--- src/b32e_pkg.sv ---
// Package for the base32 stream encoder: job record passed from front to back,
// queue sizing, alphabet lookup. No dependencies.
package b32e_pkg;

  localparam int unsigned QDEPTH = 2;
  localparam int unsigned QPTR_W = $clog2(QDEPTH);
  localparam int unsigned QCNT_W = $clog2(QDEPTH + 1);

  localparam logic [7:0] PAD_CHAR = 8'h3D;
  localparam logic [2:0] POS_LAST = 3'd4;

  // One classified byte: its symbols, optional flush symbol, final step, end mark.
  typedef struct packed {
    logic [4:0] sym0;
    logic [4:0] sym1;
    logic       two_sym;
    logic [4:0] flush_sym;
    logic       flush_en;
    logic [2:0] final_step;
    logic       last;
  } job_t;

  // RFC 4648 alphabet: A-Z then 2-7.
  function automatic logic [7:0] b32_char(input logic [4:0] v);
    logic [7:0] c;
    if (v < 5'd26) begin
      c = 8'h41 + {3'b000, v};
    end else begin
      c = 8'h32 + {3'b000, v - 5'd26};
    end
    return c;
  endfunction

endpackage

--- src/b32e_front.sv ---
// Front end: accepts bytes, tracks group position and leftover bits, builds jobs.
// Depends on b32e_pkg.
module b32e_front import b32e_pkg::*; (
  input  logic       clk_i,
  input  logic       rst_ni,
  input  logic       in_valid_i,
  output logic       in_ready_o,
  input  logic [7:0] data_byte_i,
  input  logic       last_byte_i,
  input  logic       q_full_i,
  output logic       push_o,
  output job_t       job_o
);

  logic [3:0] lo_q, lo_d;
  logic [2:0] pos_q, pos_d;
  logic [2:0] pos;
  logic [3:0] lo_new;
  logic [2:0] pads;

  assign in_ready_o = !q_full_i;
  assign push_o     = in_valid_i && in_ready_o;
  assign pos        = (pos_q > POS_LAST) ? 3'd0 : pos_q;

  always_comb begin
    job_o         = '0;
    lo_new        = '0;
    pads          = '0;
    job_o.last    = last_byte_i;
    unique case (pos)
      3'd0: begin
        job_o.sym0      = data_byte_i[7:3];
        lo_new          = {1'b0, data_byte_i[2:0]};
        job_o.flush_sym = {data_byte_i[2:0], 2'b00};
        pads            = 3'd6;
      end
      3'd1: begin
        job_o.sym0      = {lo_q[2:0], data_byte_i[7:6]};
        job_o.sym1      = data_byte_i[5:1];
        job_o.two_sym   = 1'b1;
        lo_new          = {3'b000, data_byte_i[0]};
        job_o.flush_sym = {data_byte_i[0], 4'b0000};
        pads            = 3'd4;
      end
      3'd2: begin
        job_o.sym0      = {lo_q[0], data_byte_i[7:4]};
        lo_new          = data_byte_i[3:0];
        job_o.flush_sym = {data_byte_i[3:0], 1'b0};
        pads            = 3'd3;
      end
      3'd3: begin
        job_o.sym0      = {lo_q[3:0], data_byte_i[7]};
        job_o.sym1      = data_byte_i[6:2];
        job_o.two_sym   = 1'b1;
        lo_new          = {2'b00, data_byte_i[1:0]};
        job_o.flush_sym = {data_byte_i[1:0], 3'b000};
        pads            = 3'd1;
      end
      default: begin
        job_o.sym0      = {lo_q[1:0], data_byte_i[7:5]};
        job_o.sym1      = data_byte_i[4:0];
        job_o.two_sym   = 1'b1;
      end
    endcase
    job_o.flush_en   = last_byte_i && (pos != POS_LAST);
    // final step = symbols - 1, plus the flush and pads when flushing
    job_o.final_step = {2'b00, job_o.two_sym}
                     + (job_o.flush_en ? (pads + 3'd1) : 3'd0);
  end

  always_comb begin
    lo_d  = lo_q;
    pos_d = pos_q;
    if (push_o) begin
      if (last_byte_i) begin
        lo_d  = '0;
        pos_d = '0;
      end else begin
        lo_d  = lo_new;
        pos_d = (pos == POS_LAST) ? 3'd0 : pos + 3'd1;
      end
    end
  end

  always_ff @(posedge clk_i or negedge rst_ni) begin
    if (!rst_ni) begin
      lo_q  <= '0;
      pos_q <= '0;
    end else begin
      lo_q  <= lo_d;
      pos_q <= pos_d;
    end
  end

endmodule

--- src/b32e_queue.sv ---
// Short job queue between front and back.
// Depends on b32e_pkg.
module b32e_queue import b32e_pkg::*; (
  input  logic clk_i,
  input  logic rst_ni,
  input  logic push_i,
  input  job_t job_i,
  output logic full_o,
  input  logic pop_i,
  output logic valid_o,
  output job_t job_o
);

  job_t              mem_q [QDEPTH];
  logic [QPTR_W-1:0] wr_q, rd_q;
  logic [QCNT_W-1:0] cnt_q;

  assign full_o  = (cnt_q == QCNT_W'(QDEPTH));
  assign valid_o = (cnt_q != '0);
  assign job_o   = mem_q[rd_q];

  always_ff @(posedge clk_i) begin
    if (push_i) begin
      mem_q[wr_q] <= job_i;
    end
  end

  always_ff @(posedge clk_i or negedge rst_ni) begin
    if (!rst_ni) begin
      wr_q  <= '0;
      rd_q  <= '0;
      cnt_q <= '0;
    end else begin
      if (push_i) begin
        wr_q <= (wr_q == QPTR_W'(QDEPTH - 1)) ? '0 : wr_q + 1'b1;
      end
      if (pop_i) begin
        rd_q <= (rd_q == QPTR_W'(QDEPTH - 1)) ? '0 : rd_q + 1'b1;
      end
      cnt_q <= cnt_q + QCNT_W'(push_i) - QCNT_W'(pop_i);
    end
  end

endmodule

--- src/b32e_back.sv ---
// Back end: walks a job one character per cycle into the output register while the output is not stalled.
// Depends on b32e_pkg.
module b32e_back import b32e_pkg::*; (
  input  logic       clk_i,
  input  logic       rst_ni,
  input  logic       q_valid_i,
  input  job_t       job_i,
  output logic       pop_o,
  output logic       out_valid_o,
  input  logic       out_ready_i,
  output logic [7:0] out_char_o,
  output logic       out_last_o
);

  logic [2:0] step_q, step_d;
  logic       valid_q;
  logic [7:0] char_q;
  logic       last_q;
  logic       emit, at_end;
  logic [7:0] char_d;
  logic [2:0] flush_step;

  assign emit       = q_valid_i && (!valid_q || out_ready_i);
  assign at_end     = (step_q == job_i.final_step);
  assign pop_o      = emit && at_end;
  assign flush_step = job_i.two_sym ? 3'd2 : 3'd1;

  always_comb begin
    if (step_q == 3'd0) begin
      char_d = b32_char(job_i.sym0);
    end else if (step_q == 3'd1 && job_i.two_sym) begin
      char_d = b32_char(job_i.sym1);
    end else if (job_i.flush_en && step_q == flush_step) begin
      char_d = b32_char(job_i.flush_sym);
    end else begin
      char_d = PAD_CHAR;
    end
  end

  always_comb begin
    step_d = step_q;
    if (pop_o) begin
      step_d = '0;
    end else if (emit) begin
      step_d = step_q + 3'd1;
    end
  end

  always_ff @(posedge clk_i or negedge rst_ni) begin
    if (!rst_ni) begin
      step_q  <= '0;
      valid_q <= 1'b0;
    end else begin
      step_q <= step_d;
      if (emit) begin
        valid_q <= 1'b1;
      end else if (out_ready_i) begin
        valid_q <= 1'b0;
      end
    end
  end

  always_ff @(posedge clk_i) begin
    if (emit) begin
      char_q <= char_d;
      last_q <= job_i.last && at_end;
    end
  end

  assign out_valid_o = valid_q;
  assign out_char_o  = char_q;
  assign out_last_o  = last_q;

endmodule

--- src/base32_stream_encoder.sv ---
// Top level of the base32 stream encoder: front end, job queue, back end.
// Depends on b32e_pkg, b32e_front, b32e_queue, b32e_back.
//
//   channel | signals                                   | direction
//   --------+-------------------------------------------+----------
//   in      | in_valid_i, in_ready_o, data_byte_i, last_byte_i | request in
//   out     | out_valid_o, out_ready_i, out_char_o, out_last_o | request out
//
// Flow: a byte request is classified and queued in the cycle it is accepted;
// the back end then emits one character per cycle unless the output stalls or
// the queue is empty. A byte yields 1 or 2 characters (8 per five-byte group,
// 1.6 on average), a final byte up to 8; a single output register sets that rate.
// Reset clears group position, leftover bits, queue pointers and output valid.
// Stalls: the two-entry queue lets the input keep going while the output
// waits, and the input stalls only when the queue is full.
module base32_stream_encoder import b32e_pkg::*; (
  input  logic       clk_i,
  input  logic       rst_ni,
  input  logic       in_valid_i,
  output logic       in_ready_o,
  input  logic [7:0] data_byte_i,
  input  logic       last_byte_i,
  output logic       out_valid_o,
  input  logic       out_ready_i,
  output logic [7:0] out_char_o,
  output logic       out_last_o
);

  logic push, pop, q_full, q_valid;
  job_t job_in, job_out;

  // Classify bytes and track group state.
  b32e_front u_front (
    .clk_i       (clk_i),
    .rst_ni      (rst_ni),
    .in_valid_i  (in_valid_i),
    .in_ready_o  (in_ready_o),
    .data_byte_i (data_byte_i),
    .last_byte_i (last_byte_i),
    .q_full_i    (q_full),
    .push_o      (push),
    .job_o       (job_in)
  );

  // Hold classified jobs so each side can stall on its own.
  b32e_queue u_queue (
    .clk_i   (clk_i),
    .rst_ni  (rst_ni),
    .push_i  (push),
    .job_i   (job_in),
    .full_o  (q_full),
    .pop_i   (pop),
    .valid_o (q_valid),
    .job_o   (job_out)
  );

  // Emit characters, flush and padding.
  b32e_back u_back (
    .clk_i       (clk_i),
    .rst_ni      (rst_ni),
    .q_valid_i   (q_valid),
    .job_i       (job_out),
    .pop_o       (pop),
    .out_valid_o (out_valid_o),
    .out_ready_i (out_ready_i),
    .out_char_o  (out_char_o),
    .out_last_o  (out_last_o)
  );

endmodule

--- config.mk ---
export PLATFORM = sky130hd
export DESIGN_NAME = base32_stream_encoder
export DESIGN_NICKNAME = d
export VERILOG_FILES = /design/src/b32e_pkg.sv /design/src/b32e_front.sv /design/src/b32e_queue.sv /design/src/b32e_back.sv /design/src/base32_stream_encoder.sv
export SDC_FILE = /design/constraint.sdc
export NUM_CORES = 1
export LEC_CHECK = 0
export BUFFER_PORTS_ARGS = -buffer_cell sky130_fd_sc_hd__clkbuf_2
export CORE_ASPECT_RATIO = 1.5
export CORE_MARGIN = 5
export CORE_UTILIZATION = 68
export CTS_BUF_LIST = sky130_fd_sc_hd__clkbuf_4
export CTS_CLUSTER_DIAMETER = 60
export DETAILED_ROUTE_END_ITERATION = 6
export GPL_ROUTABILITY_DRIVEN = 0
export GPL_TIMING_DRIVEN = 0
export PLACE_DENSITY_LB_ADDON = 0.12
export SKIP_CTS_REPAIR_TIMING = 1
export SKIP_LAST_GASP = 1
export SYNTH_ARGS = -nofsm -noshare
export SYNTH_HDL_FRONTEND = slang
export SYNTH_HIERARCHICAL = 1
export SYNTH_SLANG_ARGS = --single-unit
--- constraint.sdc ---
create_clock -name clk_i -period 5.36 [get_ports clk_i]
set_input_delay 0.268 -clock clk_i [delete_from_list [all_inputs] [get_ports clk_i]]
set_output_delay 0.268 -clock clk_i [all_outputs]
set_load 0.005 [all_outputs]
=== Yosys cells after proc, flatten, opt, wreduce, memory -nomap -nowiden ===
Memories as Yosys holds them, arrays and structs flattened.
Cells that the tools add are included.

* Add/sub/neg operators: 17
* Order comparisons: 4
* Equality and inequality tests: 9
* Multiplexer cells: 25
* Reduce and logical (&&, ||, !) cells: 16

{| class="wikitable"
|+ Operators with widths
! kind !! number
|-
| $mux 8 || 6
|-
| $pmux 5 s4 || 2
|-
| $add 7x5->8 const A || 3
|-
| $add 6x5->7 const A || 3
|-
| $mux 3 || 6
|-
| $pmux 6 s3 || 1
|-
| $pmux 4 s4 || 1
|-
| $lt 5x5->1 const B || 3
|-
| $sub 5x5->5 const B || 3
|-
| $pmux 3 s4 || 1
|-
| $add 3x1->3 const B || 3
|-
| $logic_and 1x1->1 || 7
|-
| $eq 3x1->1 const B || 2
|-
| $eq 3x2->1 const B || 2
|-
| $eq 3x3->1 || 2
|-
| $logic_not 3->1 || 2
|-
| $mux 1 || 6
|-
| $reduce_bool 2->1 || 3
|-
| $mux 4 || 1
|-
| $add 1x3->3 || 1
|-
| $eq 3x3->1 const B || 1
|-
| $gt 3x3->1 const B || 1
|-
| $ne 3x3->1 const B || 1
|-
| $add 1x1->1 const B || 2
|-
| other kinds (7) || 8
|}

* Flip-flop bits (word level): 24
* Memory bits (writable): 42
* Input port bits: 13
* Logic and storage cells: 81
* Memories: 1

{| class="wikitable"
|+ Memory list
! memory !! depth !! width !! rd ports !! clocked after Yosys merged registers in !! wr ports !! line !! source
|-
| u_queue.mem_q || 2 || 21 || 1 || 0 || 1 || b32e_queue.sv:14 || <nowiki>job_t mem_q [QDEPTH];</nowiki>
|}

=== Logic depth before layout (Yosys ltp) ===
* Word-level depth: 7
* Gate-level depth with buffers: 13
* Depth with buffers taken out: 13

=== Modules after synthesis ===
The synthesis kept the hierarchy.

{| class="wikitable"
|+ Modules (own cells, without submodules)
! module !! instances !! cells each !! area an instance (um^2) !! seq. area each (um^2)
|-
| b32e_queue || 1 || 80 || 1,719.1 || 1,361.3
|-
| b32e_back || 1 || 142 || 1,262.5 || 340.3
|-
| b32e_front || 1 || 114 || 830.8 || 175.2
|}

=== Worst setup path after synthesis ===
OpenSTA, ideal clock, no wires.

* Kind: register to register
* Start: register u_front.pos_q[1]
* End: memory u_queue/mem_q[0][3] (netlist name), data pin
* Library setup time: 279 ps
* Data arrival time: 2,188 ps
* Slack: 2,893 ps
* Stages on the path, launching flop included: 13
* Buffers on the path: 0
* Clock period less this slack: 2,467 ps
* Cell sequence: dfrtp_1 and2b_1 inv_1 ha_1 nand3b_1 nor2_1 nor2b_1 and2_1 ha_1 ha_1 and3_1 a311oi_1 o311ai_1

{| class="wikitable"
|+ RTL lines
! element !! line !! source
|-
| start: declaration || b32e_front.sv:16 || <nowiki>logic [2:0] pos_q, pos_d;</nowiki>
|-
| start signal: assignment || b32e_front.sv:91 || <nowiki>pos_q <= pos_d;</nowiki>
|-
| end: declaration || b32e_queue.sv:14 ||
|}

==> impl_metrics.toml <==
[run_status]
status = "completed"

[power_and_ir_drop]
intPower_w = 0.001523
combPwrFrac = 0.536
power.switching_w = 0.001013
clockPowerShare = 0.102
max-vdd-ir-drop_mv = 0.3663
power_w = 0.002536
swShare = 0.3993
power.density_nw_per_um2 = 612.1
p_leak_nw = 1.681
seq_power_share = 0.363

[clock_network]
cts_sinks = 65
htreeDepth = 3
clkTransAtPathRegs_ns = 0.10
cts_buffers = 9
clock_path_buffers = 2
cts_tree = "yes"
cts-root-buf = "clkbuf_4"
clock_latency_ns = 0.38

[timing]
finalCritPeriodShare = 0.5482
finalHoldWorstSlack_ns = 0.1675
hold_viol_final = 0
rsz0062_at_grt = "no"
tns_ns = 0
timing.fmax_ghz = 0.3404
worst_pin_slew_ns = 0.9515
relSlewSlack = 0.3657
drv_slew = 0
worst_slack_ns = 2.422
fin_crit_ns = 2.938
setup_viol = 0
fin_skew_ns = 0.01148

[global_routing]
grt_pass1_vias = 2600
use_met3 = 0.03972
gr-usage-met2 = 0.3803
busiest_layer = "met2"
grt_start_max_net_pins = 22
antenna_found_initial = 0
met1_usage = 0.2505
track_usage = 0.2149
grt_pass1_wl_um = 12120
overflow = 0

[routing]
drt_iter0_drc = 168
ant_nets = 0
routedWlPerCell_um = 15.45
dr.pass1.iters = 6
detail_route.vias_per_cell = 5.948
drt_drc_violations_left = 0
vias = 2653
wirelength_um = 6890

[floorplanning]
fp.dieW_um = 71.14
num_io_pins = 24
core_area_um2 = 5450
row_count = 33
die_y_um = 101.7
die_area_um2 = 7235
start_util = 0.6995

[worst_setup_path]
crit_family = "simple AND/OR/NAND/NOR gates"
worst-path-buf-inv = 1
slowest_stage = "dfrtp_1"
arrival_ns = 3.05
worst_setup_path_start_kind = "flop"
cp-end-kind = "flop"
slowest_delay_ns = 0.42
path_class = "flop to flop"
path_cells = "and2b_1 -> inv_1 -> ha_1 -> nand3b_1 -> nor2_1 -> nor2b_1 -> and2_1 -> ha_1 -> ha_1 -> and3_1 -> a311oi_1 -> o311ai_1"
worstPathMaxFanout = 5
crit_top_cell = "ha_1"
critPathRequiredTime_ns = 5.47
r2r_slack_ns = 2.42

[synthesis]
yosysWarnings = 6
netlist_area_um2 = 3812
synth-edff-count = 50
syn_avg_cell_area_um2 = 11.35
synthCells = 336
ys_ff_latch = 65
synth_nets = 374
synth_flop_cell = "edfxtp_1"
synth.distinct_cells = 56
ys_async_sr_fraction = 0.2308
ys_seq_area_frac = 0.4923

[final_layout]
diodes = 0
final_common_cell = "edfxtp_1"
nets = 409
n_fill_cell = 384
layout-drive-gt1-share = 0.1915
area_growth_pct = 8.664
final_cell_mix = "edfxtp_1, nor2_1, ha_1"
final_cells = 446

[placed_design]
port_buffers = 22
dp_cells = 429
pre_cts_slack_ns = 2.497
place_hpwl_um = 5193

[job]
maxCapViolCount = 0

[worst_hold_path]
min_path_type = "primary input to flop"
## flip-flops by register name (all words and copies together), names as in the netlist
| register | cells |
|---|---|
| u_back/out_char_o | 7 |
| u_back/out_last_o | 1 |
| u_back/out_valid_o | 1 |
| u_back/step_q | 3 |
| u_front/lo_q | 4 |
| u_front/pos_q | 3 |
| u_queue/cnt_q | 2 |
| u_queue/mem_q | 42 |
| u_queue/rd_q | 1 |
| u_queue/wr_q | 1 |
## path summary, 6_finish.rpt
check	from	end	cells past startpoint
worst min-delay path	out_ready_i	u_back/out_valid_o	3
worst max-delay path	u_front/pos_q[2]	u_queue/mem_q[1][3]	12
worst min register to register	u_queue/wr_q	u_queue/wr_q	1
worst max register to register	u_front/pos_q[2]	u_queue/mem_q[1][3]	12
max in group asynchronous	rst_ni	u_front/lo_q[0]	2
min in group asynchronous	rst_ni	u_queue/rd_q	2
## cell families (layout without fill, tap and decap cells)
family | count (synthesis) | after routing | synth area share
flops | 65 | 65 | 0.4923
xor+xnor | 21 | 21 | 0.05218
mux | 25 | 25 | 0.07253
buf+inv | 34 | 74 | 0.04102
fa+ha+maj | 25 | 25 | 0.08205
simple gates | 94 | 94 | 0.1260
compound gates | 70 | 70 | 0.1319
other cells | 2 | 2 | 0.001970
## final cells by class
class	count	area, um2	share of cell area
Tap cell	70	87.58	0.02114
Inverter	20	75.07	0.01812
Timing Repair Buffer	24	135.1	0.03262
Clock buffer	11	82.58	0.01993
Buffer	14	81.33	0.01963
Multi-Input combinational cell	237	1782	0.4301
Sequential cell	65	1877	0.4530
Clock inverter	5	22.52	0.005436
## stage by stage
| step | cell area, um2 | utilization |
|---|---|---|
| floorplan | 3812 | - |
| global placement | 4010 | 0.7358 |
| detailed placement | 4028 | 0.7390 |
| CTS | 4133 | 0.7583 |
| global route | 4143 | 0.7601 |
| finish | 4143 | 0.7601 |
## synthesized netlist by cell type, types with 4 or more instances
library cell   n  area share
mux2i_1        4       0.011
nor2b_1        6      0.0098
and3_1         4      0.0066
nand3b_1       4      0.0079
mux2_2        21       0.062
ha_1          25       0.082
inv_1         19       0.019
a21oi_1        6      0.0079
edfxtp_1      50        0.39
a31oi_1        7       0.011
dfrtp_1       15       0.098
o21ai_0       10       0.013
a221oi_1       5       0.011
and2_1         5      0.0082
xnor2_1       13       0.030
a22oi_1       12       0.024
nand2_1       19       0.019
clkbuf_1       7      0.0069
o22ai_1        4      0.0066
xor2_1         7       0.016
nand3_1        7      0.0092
nand2b_1       9       0.015
nor2_1        30       0.030
## worst register-to-register path, delay by kind of cell (launching register included)
kind | cells | cell delay [ns]
adder cells (fa/ha/maj) | 3 | 0.61
buffers and inverters | 1 | 0.13
flip-flops | 1 | 0.42
AND/OR/NAND/NOR | 6 | 1.09
AO/OA/AOI/OAI | 2 | 0.44
## layer usage
layer / vias to the layer above / wire (um)
met5: - / 0
met3: 8 / 253
met2: 74 / 3770
li1: 1316 / -
met1: 1255 / 2776
met4: 0 / 89
## power groups by stage
stage	clock (W)	sequential, W	combinational [W]
CTS	0.000269	0.000921	0.00136
global route	0.000291	0.000942	0.00153
floorplan	0	0.000913	0.00104
detailed placement	0	0.000933	0.00135
global placement	0	0.000923	0.00129
finish	0.000258	0.000920	0.00136
No activity file was read; power rests on OpenSTA's default activity.
